==> src/bpfr_pkg.sv <==
`default_nettype none
package bpfr_pkg;
	typedef enum logic [1:0] {
		FUNC_PIN   = 2'd0,
		FUNC_UNPIN = 2'd1,
		FUNC_DIRTY = 2'd2,
		FUNC_FLUSH = 2'd3
	} func_t;

	typedef enum logic [1:0] {
		ST_OK       = 2'd0,
		ST_FULL     = 2'd1,
		ST_NOT_HERE = 2'd2
	} status_t;

	typedef enum logic [2:0] {
		S_IDLE,
		S_SCAN,
		S_DECIDE,
		S_FLUSH,
		S_EMIT
	} state_t;

	localparam logic CFG_POLICY = 1'b0;
	localparam logic CFG_FRAMES = 1'b1;

	typedef struct packed {
		logic start;
		logic step;
		logic apply;
		logic flush_step;
		logic flush_none;
	} cmd_t;

	typedef struct packed {
		logic scan_done;
		logic flush_hit;
		logic flush_done;
	} sts_t;
endpackage
`default_nettype wire

==> src/bpfr_ctrl.sv <==
`default_nettype none
module bpfr_ctrl (
	input  wire logic          clk,
	input  wire logic          arst_n,
	input  wire logic          in_go,
	input  wire logic          is_flush,
	input  wire logic          out_free,
	input  wire bpfr_pkg::sts_t sts,
	output bpfr_pkg::cmd_t     cmd,
	output logic               busy
);
	bpfr_pkg::state_t state_q, state_d;

	always_ff @(posedge clk or negedge arst_n) begin
		if (!arst_n) state_q <= bpfr_pkg::S_IDLE;
		else state_q <= state_d;
	end

	always_comb begin
		state_d = state_q;
		case (state_q)
			bpfr_pkg::S_IDLE: begin
				if (in_go) state_d = is_flush ? bpfr_pkg::S_FLUSH : bpfr_pkg::S_SCAN;
			end
			bpfr_pkg::S_SCAN: begin
				if (sts.scan_done) state_d = bpfr_pkg::S_DECIDE;
			end
			bpfr_pkg::S_DECIDE: begin
				if (out_free) state_d = bpfr_pkg::S_EMIT;
			end
			bpfr_pkg::S_FLUSH: begin
				if (sts.flush_done && out_free) state_d = bpfr_pkg::S_EMIT;
			end
			bpfr_pkg::S_EMIT: state_d = bpfr_pkg::S_IDLE;
			default: state_d = bpfr_pkg::S_IDLE;
		endcase
	end

	always_comb begin
		cmd = '0;
		busy = 1'b1;
		case (state_q)
			bpfr_pkg::S_IDLE: begin
				busy = 1'b0;
				cmd.start = in_go;
			end
			bpfr_pkg::S_SCAN: cmd.step = 1'b1;
			bpfr_pkg::S_DECIDE: cmd.apply = out_free;
			bpfr_pkg::S_FLUSH: begin
				cmd.flush_step = out_free;
				cmd.flush_none = sts.flush_done && out_free;
			end
			bpfr_pkg::S_EMIT: busy = 1'b1;
			default: busy = 1'b1;
		endcase
	end
endmodule
`default_nettype wire

==> src/bpfr_dp.sv <==
`default_nettype none
module bpfr_dp #(
	parameter int FRAMES   = 16,
	parameter int PIN_BITS = 16
) (
	input  wire logic           clk,
	input  wire logic           arst_n,
	input  wire bpfr_pkg::cmd_t cmd,
	input  wire logic [1:0]     in_func,
	input  wire logic [30:0]    in_page,
	input  wire logic           policy_mode,
	input  wire logic [4:0]     frames_in_use,
	output bpfr_pkg::sts_t      sts,
	output logic                o_push,
	output logic [1:0]          o_status,
	output logic [3:0]          o_frame,
	output logic                o_load,
	output logic                o_wb,
	output logic [30:0]         o_wpage,
	output logic [31:0]         o_reads,
	output logic [31:0]         o_writes,
	output logic                o_last
);
	localparam int IW = (FRAMES > 1) ? $clog2(FRAMES) : 1;
	localparam int CW = $clog2(FRAMES + 1);
	localparam logic [PIN_BITS-1:0] PIN_MAX = '1;

	logic [30:0]         page_q [FRAMES];
	logic [FRAMES-1:0]   valid_q;
	logic [PIN_BITS-1:0] pin_q [FRAMES];
	logic [FRAMES-1:0]   dirty_q;
	logic [31:0]         stamp_q [FRAMES];
	logic [31:0]         ctr_q, reads_q, writes_q;

	logic [1:0]  func_q;
	logic [30:0] pg_q;
	logic [CW-1:0] idx_q, n_q;
	logic hit_f_q, empty_f_q, vic_f_q;
	logic [IW-1:0] hit_q, empty_q, vic_q;
	logic [31:0] best_q;
	logic pend_q;
	logic [IW-1:0] pend_i_q;

	logic [IW-1:0] cur;
	assign cur = idx_q[IW-1:0];
	logic scan_end;
	assign scan_end = (idx_q >= n_q);
	logic cur_hit, cur_dflush;
	assign cur_hit = !scan_end && valid_q[cur] && page_q[cur] == pg_q;
	assign cur_dflush = !scan_end && valid_q[cur] && dirty_q[cur] && pin_q[cur] == '0;
	assign sts.scan_done = scan_end || hit_f_q;
	assign sts.flush_hit = cur_dflush;
	assign sts.flush_done = scan_end;

	assign o_push = cmd.apply || cmd.flush_none || (cmd.flush_step && cur_dflush && pend_q);

	logic [31:0] ctr_inc;
	assign ctr_inc = (ctr_q == 32'hFFFF_FFFF) ? ctr_q : ctr_q + 32'd1;

	logic [IW-1:0] tgt;
	logic do_fill;
	always_comb begin
		do_fill = 1'b0;
		tgt = empty_q;
		if (empty_f_q) do_fill = 1'b1;
		else if (vic_f_q) begin
			do_fill = 1'b1;
			tgt = vic_q;
		end
	end

	always_ff @(posedge clk or negedge arst_n) begin
		if (!arst_n) begin
			valid_q <= '0;
			dirty_q <= '0;
			for (int i = 0; i < FRAMES; i++) pin_q[i] <= '0;
			ctr_q <= '0;
			reads_q <= '0;
			writes_q <= '0;
			idx_q <= '0;
			n_q <= '0;
			pend_q <= 1'b0;
		end else begin
			if (cmd.start) begin
				func_q <= in_func;
				pg_q <= in_page;
				idx_q <= '0;
				n_q <= (int'(frames_in_use) > FRAMES) ? CW'(FRAMES) : CW'(frames_in_use);
				hit_f_q <= 1'b0;
				empty_f_q <= 1'b0;
				vic_f_q <= 1'b0;
				pend_q <= 1'b0;
			end
			if (cmd.step && !sts.scan_done) begin
				idx_q <= idx_q + 1'b1;
				if (cur_hit) begin
					hit_f_q <= 1'b1;
					hit_q <= cur;
				end
				if (!valid_q[cur] && !empty_f_q) begin
					empty_f_q <= 1'b1;
					empty_q <= cur;
				end
				if (pin_q[cur] == '0 && (!vic_f_q || stamp_q[cur] <= best_q)) begin
					vic_f_q <= 1'b1;
					vic_q <= cur;
					best_q <= stamp_q[cur];
				end
			end
			if (cmd.apply) begin
				o_last <= 1'b1;
				o_load <= 1'b0;
				o_wb <= 1'b0;
				o_wpage <= '0;
				o_frame <= '0;
				o_status <= bpfr_pkg::ST_OK;
				o_reads <= reads_q;
				o_writes <= writes_q;
				if (func_q == bpfr_pkg::FUNC_PIN) begin
					if (hit_f_q) begin
						o_frame <= 4'(hit_q);
						if (pin_q[hit_q] != PIN_MAX) pin_q[hit_q] <= pin_q[hit_q] + 1'b1;
						if (policy_mode) begin
							stamp_q[hit_q] <= ctr_q;
							ctr_q <= ctr_inc;
						end
					end else if (do_fill) begin
						o_frame <= 4'(tgt);
						o_load <= 1'b1;
						page_q[tgt] <= pg_q;
						valid_q[tgt] <= 1'b1;
						pin_q[tgt] <= PIN_BITS'(1);
						dirty_q[tgt] <= 1'b0;
						stamp_q[tgt] <= ctr_q;
						ctr_q <= ctr_inc;
						reads_q <= reads_q + 32'd1;
						o_reads <= reads_q + 32'd1;
						if (!empty_f_q && dirty_q[tgt]) begin
							o_wb <= 1'b1;
							o_wpage <= page_q[tgt];
							writes_q <= writes_q + 32'd1;
							o_writes <= writes_q + 32'd1;
						end
					end else begin
						o_status <= bpfr_pkg::ST_FULL;
					end
				end else if (!hit_f_q) begin
					o_status <= bpfr_pkg::ST_NOT_HERE;
				end else begin
					o_frame <= 4'(hit_q);
					if (func_q == bpfr_pkg::FUNC_UNPIN) begin
						if (pin_q[hit_q] != '0) pin_q[hit_q] <= pin_q[hit_q] - 1'b1;
					end else begin
						dirty_q[hit_q] <= 1'b1;
					end
				end
			end
			// flush: hold one found frame back so the final one carries last
			if (cmd.flush_step && !scan_end) begin
				idx_q <= idx_q + 1'b1;
				if (cur_dflush) begin
					dirty_q[cur] <= 1'b0;
					writes_q <= writes_q + 32'd1;
					pend_q <= 1'b1;
					pend_i_q <= cur;
					if (pend_q) begin
						o_last <= 1'b0;
						o_status <= bpfr_pkg::ST_OK;
						o_frame <= 4'(pend_i_q);
						o_load <= 1'b0;
						o_wb <= 1'b1;
						o_wpage <= page_q[pend_i_q];
						o_reads <= reads_q;
						o_writes <= writes_q;
					end
				end
			end
			if (cmd.flush_none) begin
				o_last <= 1'b1;
				o_status <= bpfr_pkg::ST_OK;
				o_load <= 1'b0;
				o_reads <= reads_q;
				o_writes <= writes_q;
				o_frame <= pend_q ? 4'(pend_i_q) : 4'd0;
				o_wb <= pend_q;
				o_wpage <= pend_q ? page_q[pend_i_q] : 31'd0;
			end
		end
	end
endmodule
`default_nettype wire

==> src/buffer_pool_frame_replacer.sv <==
// A pin, unpin or dirty request scans the frame table one entry per cycle; a hit ends the scan
// at the hit frame, while a miss or an absent page scans all frames in use before out_valid shows.
// One request at a time: a new one is not accepted until the last result has been pushed,
// and output stalls delay it; a flush emits one word per dirty unpinned frame during its scan.
// Reset (arst_n low) empties all frames, clears pins, dirty marks, stamp and
// transfer counters, and sets policy to FIFO with 16 frames in use.
`default_nettype none
module buffer_pool_frame_replacer #(
	parameter int FRAMES   = 16,
	parameter int PIN_BITS = 16
) (
	input  wire logic        clk,
	input  wire logic        arst_n,
	input  wire logic        in_valid,
	output logic             in_stall,
	input  wire logic [1:0]  func,
	input  wire logic [30:0] page_num,
	output logic             out_valid,
	input  wire logic        out_stall,
	output logic [1:0]       status,
	output logic [3:0]       frame_index,
	output logic             load_request,
	output logic             write_back,
	output logic [30:0]      write_page,
	output logic [31:0]      reads_done,
	output logic [31:0]      writes_done,
	output logic             last,
	input  wire logic        cfg_valid,
	output logic             cfg_ready,
	input  wire logic [0:0]  cfg_index,
	input  wire logic [4:0]  cfg_data
);
	logic policy_q;
	logic [4:0] frames_q;
	bpfr_pkg::cmd_t cmd;
	bpfr_pkg::sts_t sts;
	logic busy, in_go, out_free;
	logic p_push, p_load, p_wb, p_last;
	logic [1:0] p_status;
	logic [3:0] p_frame;
	logic [30:0] p_wpage;
	logic [31:0] p_reads, p_writes;

	assign cfg_ready = 1'b1;
	always_ff @(posedge clk or negedge arst_n) begin
		if (!arst_n) begin
			policy_q <= 1'b0;
			frames_q <= 5'd16;
		end else if (cfg_valid) begin
			if (cfg_index == bpfr_pkg::CFG_POLICY) policy_q <= cfg_data[0];
			else frames_q <= cfg_data;
		end
	end

	assign in_stall = busy;
	assign in_go = in_valid && !busy;
	assign out_free = !out_valid || !out_stall;

	bpfr_ctrl u_ctrl (
		.clk, .arst_n, .in_go,
		.is_flush(func == bpfr_pkg::FUNC_FLUSH),
		.out_free, .sts, .cmd, .busy
	);

	bpfr_dp #(.FRAMES(FRAMES), .PIN_BITS(PIN_BITS)) u_dp (
		.clk, .arst_n, .cmd, .in_func(func), .in_page(page_num),
		.policy_mode(policy_q), .frames_in_use(frames_q), .sts,
		.o_push(p_push), .o_status(p_status), .o_frame(p_frame), .o_load(p_load),
		.o_wb(p_wb), .o_wpage(p_wpage), .o_reads(p_reads), .o_writes(p_writes),
		.o_last(p_last)
	);

	// datapath pushes only while out_free, so output slot is free
	always_ff @(posedge clk or negedge arst_n) begin
		if (!arst_n) out_valid <= 1'b0;
		else if (p_push) out_valid <= 1'b1;
		else if (!out_stall) out_valid <= 1'b0;
	end
	always_comb begin
		status = p_status;
		frame_index = p_frame;
		load_request = p_load;
		write_back = p_wb;
		write_page = p_wpage;
		reads_done = p_reads;
		writes_done = p_writes;
		last = p_last;
	end

	assert property (@(posedge clk) disable iff (!arst_n) out_valid && out_stall |=> out_valid)
		else $error("result dropped");
	assert property (@(posedge clk) disable iff (!arst_n) p_push |-> out_free)
		else $error("push overrun");
	assert property (@(posedge clk) disable iff (!arst_n) in_go |=> busy)
		else $error("accept without busy");
endmodule
`default_nettype wire

==> config.mk <==
export PLATFORM = sky130hd
export DESIGN_NAME = buffer_pool_frame_replacer
export DESIGN_NICKNAME = d
export VERILOG_FILES = /design/src/bpfr_pkg.sv /design/src/bpfr_ctrl.sv /design/src/bpfr_dp.sv /design/src/buffer_pool_frame_replacer.sv
export SDC_FILE = /design/constraint.sdc
export NUM_CORES = 2
export LEC_CHECK = 0
export BUFFER_PORTS_ARGS = -buffer_cell sky130_fd_sc_hd__buf_2
export CAP_MARGIN = 10
export CORE_UTILIZATION = 40
export DETAILED_ROUTE_END_ITERATION = 10
export SETUP_SLACK_MARGIN = 0.05
export SLEW_MARGIN = 15
export SYNTH_ARGS = -nofsm -noshare
export SYNTH_HDL_FRONTEND = slang
export SYNTH_SLANG_ARGS = --single-unit
==> constraint.sdc <==
create_clock -name clk -period 12.1 [get_ports clk]
set_input_delay 3.025 -clock clk [delete_from_list [all_inputs] [get_ports clk]]
set_output_delay 3.025 -clock clk [all_outputs]
set_load 0.02 [all_outputs]
==> flow_summary.json <==
{
  "placed_cells_incl_taps": 7401,
  "grt_pass1_wl_um": 346200,
  "synth_cell_types": 78,
  "fin_util_pct": 45.48,
  "yosysSeqAreaShare_pct": 59.13,
  "grt_overflow_total": 0,
  "numCtsBuffers": 173,
  "period_needed_ns": 6.546,
  "hold_depth": 1,
  "cts_buffer_depth": 3,
  "slew_violations": 0,
  "holdPathEnd": "u_dp.valid_q[0]",
  "place_ws_ns": 5.101,
  "holdBufCountCts": 0,
  "insertion_delay_ns": 0.81,
  "wl_per_cell_um": 30.41,
  "setup_violations": 0,
  "core_region_area_um2": 193200,
  "fmax_ghz": 0.1528,
  "dieArea_um2": 196800,
  "cts_tree": "built",
  "synth_edf_count": 1196,
  "nets": 5142,
  "dpl.hpwl_um": 139600,
  "portBuffers": 149,
  "die_y_um": 443.6,
  "cts_resized": 0,
  "critPathCaptureType": "flip-flop",
  "max_slew_margin_pct": 17.91,
  "drt_iter0_markers": 6424,
  "hp-class": "reg -> reg",
  "cap_violations": 0,
  "synthFlopType": "edfxtp_1",
  "tightest_slew_ns": 1.231,
  "fin_crit_sh_pct": 54.10,
  "start_kind": "flip-flop",
  "leakage_nw": 30.86,
  "ios": 151,
  "ir_drop_v": 0.0001735,
  "drive_gt1_share_pct": 26.56,
  "root_buffer": "clkbuf_16",
  "yosysWarnings": 0,
  "fin_ws_ns": 5.554,
  "rr_worst_depth": 12,
  "h-tree-depth": 4,
  "clk_pin_slew_ns": 0.06,
  "drt_wl_total_um": 235000,
  "instances_no_fill": 7728,
  "num_vias": 50600,
  "fin_total_pwr_mw": 16.34,
  "final.setup_skew_ns": 0.04416,
  "grt_max_degree": 172,
  "cts.sinks": 1605,
  "grtUsageTotal_pct": 23.62,
  "reg2reg_slack_ns": 5.55,
  "die_x_um": 443.6,
  "worstHoldStart": "u_dp.valid_q[0]",
  "rows": 161,
  "status": "complete, no violations",
  "arrival_ns": 7.05,
  "ys_ff_latch": 1605,
  "avgSynthCellArea_um2": 15.68,
  "avgViaCountPerCell": 6.547,
  "crit_fanout": 54,
  "hold_viol_final": 0,
  "netlist_area_um2": 78010,
  "gp_congestion": 0.9806,
  "start_util_pct": 40.38,
  "grt_pass1_vias": 49570,
  "finalSetupTns_ns": 0,
  "post_cts_buffers": 0,
  "syn_nets": 5065,
  "drtPass1Iterations": 6,
  "crit_type": "reg -> reg",
  "antenna_left": 0,
  "antenna_found_initial": 13,
  "powerDensity_nw_per_um2": 186.0,
  "rsz0062_at_grt": "no",
  "r2r-start": "u_dp.idx_q[0]",
  "required_ns": 12.61,
  "drcViolationCount": 0,
  "postSynthCellCount": 4974,
  "worstReg2RegEnd": "u_dp.o_wpage[19]",
  "ys_async_sr_fraction_pct": 25.23,
  "area_growth_pct": 12.62
}
per-stage QoR:
stage	cell area [µm²]	hold WS (ns)
global route	87850	0.4739
global placement	81920	0.4389
detailed placement	81920	0.4450
finish	87860	0.4556
CTS	87810	0.4587
floorplan	78010	0.4226
how the worst max path moves through the flow:
| stage | startpoint | to | slack, ns | cells past startpoint |
|---|---|---|---|---|
| 2_1_floorplan | out_stall | u_dp.page_q[15][0] | 4.73 | 5 |
| 3_3_place_gp | out_stall | u_dp.stamp_q[7][17] | 5.16 | 9 |
| 3_5_place_dp | out_stall | u_dp.stamp_q[7][17] | 5.10 | 9 |
| 4_1_cts | u_dp.idx_q[0] | u_dp.o_frame[0] | 5.70 | 12 |
| 5_1_grt | u_dp.idx_q[0] | u_dp.o_wpage[15] | 5.33 | 12 |
| 6_report | u_dp.idx_q[0] | u_dp.o_wpage[19] | 5.55 | 12 |
flip-flops by register name, summed over array words and instances, names as in the netlist, 5 cells and up, named ones only:
signal and count:
u_dp.stamp_q 512, u_dp.page_q 496, u_dp.pin_q 256, u_dp.best_q 32, u_dp.ctr_q 32, u_dp.o_reads 32, u_dp.o_writes 32, u_dp.reads_q 32
u_dp.writes_q 32, u_dp.o_wpage 31, u_dp.pg_q 31, u_dp.dirty_q 16, u_dp.valid_q 16, frames_q 5, u_dp.idx_q 5, u_dp.n_q 5
area by class of cell:
class | count | area (µm²)
fillers | 16490 | 105300
flip-flops and latches | 1605 | 46160
multi-input cells | 2891 | 30410
clock buffers | 226 | 4761
well taps | 2526 | 3161
repair buffers | 287 | 1887
clock inverters | 97 | 1125
inverters | 93 | 349.1
diodes | 3 | 7.507
worst max-delay path, stage by stage, from the launching register on:
cell	delay, ns
dfrtp_4	0.68
buf_4	0.77
buf_4	0.80
nor4b_1	0.42
nand4_1	0.16
nor4_1	0.29
nor3_1	0.10
o21ai_0	0.53
nand4_1	0.59
o31ai_4	0.37
buf_4	0.59
buf_4	0.66
o22ai_1	0.16
per-layer routing:
layer	vias up	share of wire, %	global-route usage [%]	wire length [µm]
met5	-	0.025	0	59
met4	10	4.2	9.062	9856
met3	579	9.7	5.102	22870
met2	2935	46	36.19	107900
met1	26410	40	32.98	94390
li1	20660	-	-	-
synth_stat cells (49+ instances only):
cell type | count | area, µm²
nor3_1 | 70 | 350.3
nand2_1 | 273 | 1025
inv_1 | 92 | 345.3
a22o_1 | 161 | 1410
o21a_1 | 64 | 480.5
xnor2_1 | 100 | 875.8
xor2_1 | 50 | 437.9
o22ai_1 | 215 | 1345
and3_1 | 63 | 394.1
o221ai_1 | 54 | 473.0
nor4_1 | 71 | 444.2
edfxtp_1 | 1196 | 35910
nand3_1 | 66 | 330.3
a22oi_1 | 81 | 608.1
dfrtp_1 | 404 | 10110
buf_2 | 56 | 280.3
nand4_1 | 49 | 306.5
nor2_1 | 205 | 769.5
o21ai_0 | 77 | 385.4
a21oi_1 | 209 | 1046
clkbuf_1 | 251 | 942.2
mux4_2 | 700 | 15770
buf_1 | 58 | 217.7
cells in the final DEF (no fill, tap or decap), types with 148 or more instances in the layout:
master / instances
mux4_2: 700
o22ai_1: 215
clkbuf_16: 175
nor2_1: 175
dfrtp_1: 400
a21oi_1: 208
edfxtp_1: 1196
a22o_1: 161
buf_2: 148
nand2_1: 273
kinds of logic (layout without fill, tap and decap cells):
| logic type | after synthesis | after routing | synth area share, % |
|---|---|---|---|
| DFF | 1605 | 1605 | 59.13 |
| AOI/OAI and AO/OA | 1054 | 1054 | 9.501 |
| and+or+nand+nor | 901 | 901 | 5.660 |
| muxes | 738 | 738 | 20.74 |
| buffers and inverters | 478 | 703 | 2.520 |
| xor gates and xnor gates | 150 | 150 | 1.684 |
| adders and majority gates | 47 | 47 | 0.7538 |
| other | 1 | 4 | 0.004807 |
report_power, final:
part | internal (mW) | switching [mW] | total, mW | leakage, nW
sequential | 6.42 | 0.525 | 6.94 | 17.4
clock | 3.18 | 2.29 | 5.47 | 2.86
combinational | 1.56 | 2.36 | 3.93 | 10.6
Power figures use the tool's default switching activity.
